<file path="src/design/hmm_viterbi_decode_assert.svh">
// Assertion macros shared by the Viterbi decoder RTL.
`ifndef HMM_VITERBI_DECODE_ASSERT_SVH
`define HMM_VITERBI_DECODE_ASSERT_SVH

// Antecedent implies consequent in the same cycle.
`define HVD_ASSERT_IMP(label, ante, cons, msg) \
  label: assert property (@(posedge clk_i) disable iff (!rst_ni) (ante) |-> (cons)) \
    else $error(msg);

// Antecedent implies consequent in the next cycle.
`define HVD_ASSERT_NXT(label, ante, cons, msg) \
  label: assert property (@(posedge clk_i) disable iff (!rst_ni) (ante) |=> (cons)) \
    else $error(msg);

`endif

</file>
<file path="src/design/hvd_pkg.sv">
// Types and cost helpers shared by the Viterbi decoder modules.
package hvd_pkg;

  localparam int unsigned MetricW = 16;
  localparam int unsigned CostW   = 8;

  typedef struct packed {
    logic [1:0] symbol;
    logic       last;
  } hvd_item_t;

  typedef struct packed {
    logic tracing;
    logic emitting;
  } hvd_status_t;

  function automatic logic [CostW-1:0] emit_cost(input logic [3*CostW-1:0] costs,
                                                input logic [1:0] sym);
    logic [CostW-1:0] c;
    case (sym)
      2'd0: c = costs[CostW-1:0];
      2'd1: c = costs[2*CostW-1:CostW];
      2'd2: c = costs[3*CostW-1:2*CostW];
      default: c = {CostW{1'b1}};
    endcase
    return c;
  endfunction

  function automatic logic [MetricW-1:0] sat_metric(input logic [MetricW:0] v);
    return v[MetricW] ? {MetricW{1'b1}} : v[MetricW-1:0];
  endfunction

endpackage

</file>
<file path="src/design/hvd_ram.sv">
// Generic single-write, single-read RAM with registered read data.
module hvd_ram #(
  parameter int unsigned WIDTH = 1,
  parameter int unsigned DEPTH = 64
) (
  input  logic                     clk_i,
  input  logic                     we_i,
  input  logic [$clog2(DEPTH)-1:0] waddr_i,
  input  logic [WIDTH-1:0]         wdata_i,
  input  logic                     re_i,
  input  logic [$clog2(DEPTH)-1:0] raddr_i,
  output logic [WIDTH-1:0]         rdata_o
);

  logic [WIDTH-1:0] mem_q [DEPTH];
  logic [WIDTH-1:0] rdata_q;

  always_ff @(posedge clk_i) begin
    if (we_i) begin
      mem_q[waddr_i] <= wdata_i;
    end
    if (re_i) begin
      rdata_q <= mem_q[raddr_i];
    end
  end

  assign rdata_o = rdata_q;

endmodule

</file>
<file path="src/design/hvd_front.sv">
// Input side: accepts symbols, marks sequence ends and queues items for the back end.
module hvd_front import hvd_pkg::*; #(
  parameter int unsigned MAX_SEQ_LEN = 64
) (
  input  logic      clk_i,
  input  logic      rst_ni,
  input  logic      push_i,
  output logic      full_o,
  input  logic [1:0] symbol_i,
  input  logic      end_of_sequence_i,
  output hvd_item_t item_o,
  output logic      valid_o,
  input  logic      ready_i
);

  localparam int unsigned AW = $clog2(MAX_SEQ_LEN);

  logic [AW-1:0] step_q, step_d;
  hvd_item_t     ent_q [2];
  logic          wptr_q, wptr_d;
  logic          rptr_q, rptr_d;
  logic [1:0]    cnt_q, cnt_d;
  logic          acc;
  logic          take;
  hvd_item_t     in_item;

  assign full_o  = (cnt_q == 2'd2);
  assign valid_o = (cnt_q != 2'd0);
  assign item_o  = ent_q[rptr_q];
  assign acc     = push_i & ~full_o;
  assign take    = valid_o & ready_i;

  always_comb begin
    in_item.symbol = symbol_i;
    in_item.last   = end_of_sequence_i | (step_q == AW'(MAX_SEQ_LEN - 1));
    step_d = step_q;
    wptr_d = wptr_q;
    rptr_d = rptr_q;
    cnt_d  = cnt_q;
    if (acc) begin
      step_d = in_item.last ? '0 : step_q + 1'b1;
      wptr_d = ~wptr_q;
    end
    if (take) begin
      rptr_d = ~rptr_q;
    end
    case ({acc, take})
      2'b10:   cnt_d = cnt_q + 1'b1;
      2'b01:   cnt_d = cnt_q - 1'b1;
      default: cnt_d = cnt_q;
    endcase
  end

  always_ff @(posedge clk_i or negedge rst_ni) begin
    if (!rst_ni) begin
      step_q <= '0;
      wptr_q <= 1'b0;
      rptr_q <= 1'b0;
      cnt_q  <= '0;
    end else begin
      step_q <= step_d;
      wptr_q <= wptr_d;
      rptr_q <= rptr_d;
      cnt_q  <= cnt_d;
    end
  end

  always_ff @(posedge clk_i) begin
    if (acc) begin
      ent_q[wptr_q] <= in_item;
    end
  end

endmodule

</file>
<file path="src/design/hvd_back.sv">
// Back end: add-compare-select per item, traceback and in-order emission of decoded states.
module hvd_back import hvd_pkg::*; #(
  parameter int unsigned MAX_SEQ_LEN = 64
) (
  input  logic        clk_i,
  input  logic        rst_ni,
  input  hvd_item_t   item_i,
  input  logic        valid_i,
  output logic        ready_o,
  input  logic [15:0] start_costs_i,
  input  logic [31:0] trans_costs_i,
  input  logic [23:0] emit0_i,
  input  logic [23:0] emit1_i,
  output logic        empty_o,
  input  logic        pop_i,
  output logic        decoded_state_o,
  output logic        last_state_o,
  output hvd_status_t status_o
);

  localparam int unsigned AW = $clog2(MAX_SEQ_LEN);

  typedef enum logic [1:0] {
    ST_ACS,
    ST_TRACE,
    ST_EMIT
  } state_e;

  state_e              state_q, state_d;
  logic [MetricW-1:0]  pm0_q, pm0_d, pm1_q, pm1_d;
  logic [AW-1:0]       t_q, t_d;
  logic [AW-1:0]       p_q, p_d;
  logic [AW-1:0]       lidx_q, lidx_d;
  logic [AW-1:0]       e_q, e_d;
  logic [AW-1:0]       pidx_q, pidx_d;
  logic                cur_q, cur_d;
  logic                use_reg_q, use_reg_d;
  logic [1:0]          bits_q, bits_d;
  logic                iss_done_q, iss_done_d;
  logic                pend_q, pend_d;
  logic                ovalid_q, ovalid_d;
  logic                odec_q, odec_d;
  logic                olast_q, olast_d;

  logic                take;
  logic [CostW-1:0]    e0, e1;
  logic [MetricW:0]    c00, c10, c01, c11;
  logic                b0, b1;
  logic [MetricW-1:0]  n0, n1;
  logic [1:0]          bits;
  logic                end_cur;
  logic [1:0]          surv_rdata;
  logic [1:0]          sbits;
  logic                trace_cur;
  logic                dec_rdata;
  logic                surv_re;
  logic                dec_we;
  logic [AW-1:0]       dec_waddr;
  logic                dec_wdata;
  logic                out_free;
  logic                load;
  logic                issue;

  assign ready_o = (state_q == ST_ACS);
  assign take    = valid_i & ready_o;

  always_comb begin
    e0  = emit_cost(emit0_i, item_i.symbol);
    e1  = emit_cost(emit1_i, item_i.symbol);
    c00 = {1'b0, pm0_q} + {{(MetricW+1-CostW){1'b0}}, trans_costs_i[7:0]};
    c01 = {1'b0, pm0_q} + {{(MetricW+1-CostW){1'b0}}, trans_costs_i[15:8]};
    c10 = {1'b0, pm1_q} + {{(MetricW+1-CostW){1'b0}}, trans_costs_i[23:16]};
    c11 = {1'b0, pm1_q} + {{(MetricW+1-CostW){1'b0}}, trans_costs_i[31:24]};
    b0  = (c10 < c00);
    b1  = (c11 < c01);
    if (t_q == '0) begin
      bits = 2'b00;
      n0 = MetricW'({1'b0, start_costs_i[7:0]} + {1'b0, e0});
      n1 = MetricW'({1'b0, start_costs_i[15:8]} + {1'b0, e1});
    end else begin
      bits = {b1, b0};
      n0 = sat_metric({1'b0, sat_metric(b0 ? c10 : c00)}
                      + {{(MetricW+1-CostW){1'b0}}, e0});
      n1 = sat_metric({1'b0, sat_metric(b1 ? c11 : c01)}
                      + {{(MetricW+1-CostW){1'b0}}, e1});
    end
    end_cur = (n1 < n0);
  end

  assign sbits     = use_reg_q ? bits_q : surv_rdata;
  assign trace_cur = sbits[cur_q];
  assign surv_re   = (state_q == ST_TRACE);

  always_comb begin
    dec_we    = 1'b0;
    dec_waddr = t_q;
    dec_wdata = end_cur;
    if (state_q == ST_TRACE) begin
      dec_we    = 1'b1;
      dec_waddr = p_q - 1'b1;
      dec_wdata = trace_cur;
    end else if (take && item_i.last) begin
      dec_we = 1'b1;
    end
  end

  assign out_free = ~ovalid_q | pop_i;
  assign load     = (state_q == ST_EMIT) & pend_q & out_free;
  assign issue    = (state_q == ST_EMIT) & ~iss_done_q & (~pend_q | out_free);

  always_comb begin
    state_d    = state_q;
    pm0_d      = pm0_q;
    pm1_d      = pm1_q;
    t_d        = t_q;
    p_d        = p_q;
    lidx_d     = lidx_q;
    e_d        = e_q;
    pidx_d     = pidx_q;
    cur_d      = cur_q;
    use_reg_d  = use_reg_q;
    bits_d     = bits_q;
    iss_done_d = iss_done_q;
    pend_d     = pend_q;
    ovalid_d   = ovalid_q & ~pop_i;
    odec_d     = odec_q;
    olast_d    = olast_q;
    if (load) begin
      ovalid_d = 1'b1;
      odec_d   = dec_rdata;
      olast_d  = (pidx_q == lidx_q);
    end
    case (state_q)
      ST_ACS: begin
        if (take) begin
          if (item_i.last) begin
            lidx_d     = t_q;
            t_d        = '0;
            pm0_d      = '0;
            pm1_d      = '0;
            cur_d      = end_cur;
            bits_d     = bits;
            p_d        = t_q;
            use_reg_d  = 1'b1;
            e_d        = '0;
            iss_done_d = 1'b0;
            pend_d     = 1'b0;
            state_d    = (t_q == '0) ? ST_EMIT : ST_TRACE;
          end else begin
            t_d   = t_q + 1'b1;
            pm0_d = n0;
            pm1_d = n1;
          end
        end
      end
      ST_TRACE: begin
        cur_d     = trace_cur;
        p_d       = p_q - 1'b1;
        use_reg_d = 1'b0;
        if (p_q == AW'(1)) begin
          state_d = ST_EMIT;
        end
      end
      ST_EMIT: begin
        if (issue) begin
          pend_d = 1'b1;
          pidx_d = e_q;
          e_d    = e_q + 1'b1;
          if (e_q == lidx_q) begin
            iss_done_d = 1'b1;
          end
        end else if (load) begin
          pend_d = 1'b0;
        end
        if (iss_done_q && !pend_q) begin
          state_d = ST_ACS;
        end
      end
      default: state_d = ST_ACS;
    endcase
  end

  always_ff @(posedge clk_i or negedge rst_ni) begin
    if (!rst_ni) begin
      state_q    <= ST_ACS;
      pm0_q      <= '0;
      pm1_q      <= '0;
      t_q        <= '0;
      iss_done_q <= 1'b0;
      pend_q     <= 1'b0;
      ovalid_q   <= 1'b0;
      use_reg_q  <= 1'b0;
    end else begin
      state_q    <= state_d;
      pm0_q      <= pm0_d;
      pm1_q      <= pm1_d;
      t_q        <= t_d;
      iss_done_q <= iss_done_d;
      pend_q     <= pend_d;
      ovalid_q   <= ovalid_d;
      use_reg_q  <= use_reg_d;
    end
  end

  always_ff @(posedge clk_i) begin
    p_q     <= p_d;
    lidx_q  <= lidx_d;
    e_q     <= e_d;
    pidx_q  <= pidx_d;
    cur_q   <= cur_d;
    bits_q  <= bits_d;
    odec_q  <= odec_d;
    olast_q <= olast_d;
  end

  hvd_ram #(
    .WIDTH (2),
    .DEPTH (MAX_SEQ_LEN)
  ) u_surv_ram (
    .clk_i   (clk_i),
    .we_i    (take),
    .waddr_i (t_q),
    .wdata_i (bits),
    .re_i    (surv_re),
    .raddr_i (p_q - 1'b1),
    .rdata_o (surv_rdata)
  );

  hvd_ram #(
    .WIDTH (1),
    .DEPTH (MAX_SEQ_LEN)
  ) u_dec_ram (
    .clk_i   (clk_i),
    .we_i    (dec_we),
    .waddr_i (dec_waddr),
    .wdata_i (dec_wdata),
    .re_i    (issue),
    .raddr_i (e_q),
    .rdata_o (dec_rdata)
  );

  assign empty_o         = ~ovalid_q;
  assign decoded_state_o = odec_q;
  assign last_state_o    = olast_q;
  assign status_o.tracing  = (state_q == ST_TRACE);
  assign status_o.emitting = (state_q == ST_EMIT);

endmodule

</file>
<file path="src/design/hmm_viterbi_decode.sv">
// Top level of the two-state, three-symbol log-domain Viterbi decoder.
// Each pushed symbol gets one add-compare-select step in the back end, and a two-entry
// queue lets the input side run ahead of it. A sequence of L symbols (ending on the item
// that marks the end or on the MAX_SEQ_LEN-th item) is then traced back through the
// survivor memory, followed by an emission phase in which the decoded states are read
// from memory and popped first to last, after which the back end returns to accepting
// symbols. No new symbol enters the back end during traceback and emission.
// Configuration registers reset to zero and are written through cfg_we_i, cfg_idx_i and
// cfg_data_i, by the user only while the decoder is idle; the block does not enforce it.
module hmm_viterbi_decode import hvd_pkg::*; #(
  parameter int unsigned MAX_SEQ_LEN = 64
) (
  input  logic        clk_i,
  input  logic        rst_ni,
  input  logic        push,
  output logic        full,
  input  logic [1:0]  symbol_i,
  input  logic        end_of_sequence_i,
  output logic        empty,
  input  logic        pop,
  output logic        decoded_state_o,
  output logic        last_state_o,
  input  logic        cfg_we_i,
  input  logic [1:0]  cfg_idx_i,
  input  logic [31:0] cfg_data_i
);

  localparam logic [1:0] RegStart = 2'd0;
  localparam logic [1:0] RegTrans = 2'd1;
  localparam logic [1:0] RegEmit0 = 2'd2;
  localparam logic [1:0] RegEmit1 = 2'd3;

  logic [15:0] start_q;
  logic [31:0] trans_q;
  logic [23:0] emit0_q;
  logic [23:0] emit1_q;

  hvd_item_t   item;
  logic        item_valid;
  logic        item_ready;
  hvd_status_t status;
  logic        item_take;
  logic        busy;

  always_ff @(posedge clk_i or negedge rst_ni) begin
    if (!rst_ni) begin
      start_q <= '0;
      trans_q <= '0;
      emit0_q <= '0;
      emit1_q <= '0;
    end else if (cfg_we_i) begin
      case (cfg_idx_i)
        RegStart: start_q <= cfg_data_i[15:0];
        RegTrans: trans_q <= cfg_data_i;
        RegEmit0: emit0_q <= cfg_data_i[23:0];
        RegEmit1: emit1_q <= cfg_data_i[23:0];
        default: ;
      endcase
    end
  end

  hvd_front #(
    .MAX_SEQ_LEN (MAX_SEQ_LEN)
  ) u_front (
    .clk_i             (clk_i),
    .rst_ni            (rst_ni),
    .push_i            (push),
    .full_o            (full),
    .symbol_i          (symbol_i),
    .end_of_sequence_i (end_of_sequence_i),
    .item_o            (item),
    .valid_o           (item_valid),
    .ready_i           (item_ready)
  );

  hvd_back #(
    .MAX_SEQ_LEN (MAX_SEQ_LEN)
  ) u_back (
    .clk_i           (clk_i),
    .rst_ni          (rst_ni),
    .item_i          (item),
    .valid_i         (item_valid),
    .ready_o         (item_ready),
    .start_costs_i   (start_q),
    .trans_costs_i   (trans_q),
    .emit0_i         (emit0_q),
    .emit1_i         (emit1_q),
    .empty_o         (empty),
    .pop_i           (pop),
    .decoded_state_o (decoded_state_o),
    .last_state_o    (last_state_o),
    .status_o        (status)
  );

  assign item_take = item_valid & item_ready;
  assign busy      = status.tracing | status.emitting;

`include "hmm_viterbi_decode_assert.svh"

  `HVD_ASSERT_IMP(a_phase_excl, 1'b1, !(status.tracing && status.emitting), "trace and emit overlap")
  `HVD_ASSERT_IMP(a_no_take_busy, item_take, !busy, "item taken while busy")
  `HVD_ASSERT_NXT(a_end_starts_tb, item_take && item.last, busy, "sequence end not decoded")

endmodule
</file>
<file path="config.mk">
export PLATFORM = sky130hd
export DESIGN_NAME = hmm_viterbi_decode
export DESIGN_NICKNAME = d
export VERILOG_FILES = /design/src/design/hvd_pkg.sv /design/src/design/hvd_ram.sv /design/src/design/hvd_front.sv /design/src/design/hvd_back.sv /design/src/design/hmm_viterbi_decode.sv
export VERILOG_INCLUDE_DIRS = /design/src /design/src/design
export SDC_FILE = /design/constraint.sdc
export NUM_CORES = 1
export LEC_CHECK = 0
export ABC_AREA = 1
export BUFFER_PORTS_ARGS = -buffer_cell sky130_fd_sc_hd__buf_4
export CAP_MARGIN = 10
export CORE_MARGIN = 2
export CORE_UTILIZATION = 54
export DETAILED_ROUTE_END_ITERATION = 7
export GPL_TIMING_DRIVEN = 0
export PLACE_DENSITY = 0.73
export SLEW_MARGIN = 20
export SYNTH_ARGS = -nofsm -noshare
export SYNTH_HDL_FRONTEND = slang
export SYNTH_SLANG_ARGS = --single-unit
</file>
<file path="constraint.sdc">
create_clock -name clk_i -period 7.4 [get_ports clk_i]
set_input_delay 0.37 -clock clk_i [delete_from_list [all_inputs] [get_ports clk_i]]
set_output_delay 0.37 -clock clk_i [all_outputs]
set_load 0.01 [all_outputs]
</file>
==> impl_metrics.json <==
{
  "run_status": "finished, final reports clean",
  "cts.sinks": 380,
  "path_clk_slew_ns": 0.06,
  "coreArea_um2": 39900,
  "crit_slowest_cell": "dfrtp_1",
  "crit_start": "u_back.pm1_q[0]",
  "rows": 73,
  "max_freq_mhz": 144,
  "cpPeakStageDelay_ns": 0.43,
  "fin_tns_setup_ns": 0,
  "vias_per_cell": 5.88,
  "critPathKind": "reg -> reg",
  "cpLargestDelayFamily": "simple AND/OR/NAND/NOR gates",
  "drt_wl_total_um": 63400,
  "yosys.cell_types.count": 59,
  "critPathArrivalTime_ns": 7.36,
  "rsz0062_at_grt": "no",
  "grt_pass1_wl_um": 97100,
  "wl_per_cell_um": 19.9,
  "avgSynthCellArea_um2": 8.65,
  "cap_violations": 0,
  "antenna_found_initial": 0,
  "synthArstFlopShare_pct": 39.5,
  "ys_ff_latch": 380,
  "clock_tree.root_cell": "clkbuf_16",
  "ys_warn_count": 0,
  "final_common_cell": "nand2_1",
  "period_share_pct": 93.9,
  "num_antenna_cells": 0,
  "hold_end": "trans_q[24]",
  "grt_use_total_pct": 30.0,
  "port_buffers": 45,
  "crit_top_cell": "nand2_1",
  "hp-start": "cfg_data_i[24]",
  "cts_tree": "built",
  "layout_common_cells": "582 x nand2_1, 352 x nor2_1, 240 x inv_1",
  "cp_max_fo": 30,
  "min_period_ns": 6.95,
  "fillers": 3367,
  "start_util_pct": 54.8,
  "yosysSeqAreaShare_pct": 48.7,
  "finalHoldViolations": 0,
  "r2r_cells": 41,
  "synth_edf_count": 230,
  "pin_count": 46,
  "relSlewSlack_pct": 33.0,
  "r2r_start": "u_back.pm1_q[0]",
  "worst_slew_pin_slew_ns": 1.01,
  "required_ns": 7.81,
  "critPathLaunchType": "flip-flop",
  "r2r-end": "u_back.u_dec_ram.mem_q[50]",
  "synth_flop_cell": "edfxtp_1",
  "synthesis.area_um2": 21900,
  "place.gp.congestion": 0.948,
  "clockBufferDepth": 3,
  "path_buf_inv": 6,
  "dr_total_vias": 18700,
  "fin_skew_ns": 0.0123,
  "die_w_um": 205,
  "setup_viol": 0,
  "synth.net_count": 2699,
  "die_h_um": 205,
  "clk_latency_ns": 0.56,
  "cts_buffers": 40,
  "first_pass_iters": 8,
  "die_area_um2": 42200,
  "gr-total-overflow": 0,
  "post-route-drc-count": 0,
  "min_delay_path_depth": 2,
  "drv_slew": 0,
  "h-tree-depth": 2,
  "final_nets": 2796,
  "grt_pass1_vias": 17900,
  "hpwlAfterDp_um": 46900,
  "hold_class": "in -> reg",
  "drtIter0Drc": 1982,
  "ant_nets": 0,
  "area_delta_synth_final_pct": 12.0,
  "grt_max_degree": 84,
  "drive_above_1_share_pct": 8.16,
  "netlist_instances": 2531,
  "critPathCaptureType": "flip-flop",
  "reg2reg_slack_ns": 0.45
}
-- per-layer routing --
layer	vias up	track usage [%]	share of wire (%)
met1	9018	39.6	41
met5	-	0	0
met4	0	10.9	3.5
met2	791	50.8	48
li1	8759	-	-
met3	141	4.09	7.2
-- synth_stat cells (3+ instances only) --
cell type | number | area (um2)
nor2_2 | 3 | 18.8
nand3_1 | 122 | 611
o31ai_1 | 4 | 30.0
o21ai_1 | 14 | 70.1
nor2_1 | 358 | 1340
o21bai_1 | 7 | 52.6
a21boi_1 | 3 | 22.5
inv_1 | 240 | 901
buf_4 | 3 | 22.5
nand3_2 | 6 | 60.1
a21o_1 | 5 | 37.5
xor2_1 | 46 | 403
inv_2 | 11 | 41.3
clkinv_1 | 5 | 18.8
dfrtp_1 | 150 | 3750
nor3_1 | 12 | 60.1
nand3b_1 | 3 | 22.5
nand2_1 | 588 | 2210
ha_1 | 118 | 1480
o32ai_1 | 30 | 263
or2_2 | 9 | 56.3
nor2_4 | 4 | 45.0
xnor2_1 | 23 | 201
o22ai_1 | 14 | 87.6
fa_1 | 8 | 160
o211ai_1 | 33 | 248
buf_1 | 8 | 30.0
nand2_4 | 4 | 45.0
or2_1 | 3 | 18.8
clkbuf_1 | 63 | 236
mux2_2 | 8 | 90.1
buf_6 | 3 | 33.8
a211oi_1 | 4 | 30.0
o221ai_1 | 20 | 175
a31oi_1 | 3 | 18.8
a21oi_1 | 68 | 340
a21oi_2 | 5 | 43.8
o21ai_0 | 213 | 1070
edfxtp_1 | 230 | 6910
a22o_1 | 7 | 61.3
nand2_2 | 10 | 62.6
nand4_1 | 23 | 144
mux2i_1 | 20 | 200
-- sequential cells by signal (all words and copies together) (netlist names), 16 cells and up --
name                     cells
u_back.u_surv_ram.mem_q    128
u_back.u_dec_ram.mem_q      64
trans_q                     32
emit0_q                     24
emit1_q                     24
start_q                     16
u_back.pm0_q                16
u_back.pm1_q                16
-- cell type report --
cell class	count	area, um2	share of cell area (%)
flip-flops and latches	380	10700	43.5
multi-input cells	1818	10100	41.1
clock buffers	59	1210	4.95
inverters	256	963	3.93
well taps	525	657	2.68
repair buffers	55	520	2.12
plain buffers	77	328	1.34
clock inverters	14	91.3	0.372
-- kinds of logic (layout without fill, tap and decap cells) --
family          Yosys count  in the layout  synth area share [%]
fa+ha+maj               126            126                  7.48
compound gates          436            436                  11.9
buf+inv                 334            461                  5.89
xor+xnor                 70             70                  2.83
mux                      28             28                  1.33
flops                   380            380                  48.7
simple gates           1157           1158                  21.9
-- stage by stage --
step                      util (%)  instances  cell area (um2)  setup slack, ns  hold slack [ns]
after floorplan                  -       2531            21900            0.742           0.0744
final                         61.4       3184            24500            0.451           0.0375
after detailed placement      57.7       3106            23000           -0.272            0.368
after global routing          61.4       3184            24500          0.00309           0.0409
after CTS                     61.1       3181            24400           0.0166           0.0205
after global placement        57.3       3101            22900           -0.904            0.404
-- how the worst max path moves through the flow --
stage                                             to  slack [ns]  cells after the start
after detailed placement  u_back.u_dec_ram.mem_q[53]       -0.27                     40
after floorplan                         u_back.cur_q        0.74                     39
after global placement     u_back.u_dec_ram.mem_q[5]       -0.90                     41
after CTS                 u_back.u_dec_ram.mem_q[33]        0.02                     42
after global routing      u_back.u_dec_ram.mem_q[50]       0.003                     43
final                     u_back.u_dec_ram.mem_q[50]        0.45                     41
-- timing repair --
action,CTS,global route
gates cloned,0,1
pin swaps,0,5
hold buffers,3,0
hold endpoints to repair,71,0
gates resized for setup,2,40
setup buffers,0,2
setup endpoints to repair,65,65
Power is not shown: default switching activity piles up to over one toggle a cycle in this logic, so the estimate is an artifact.
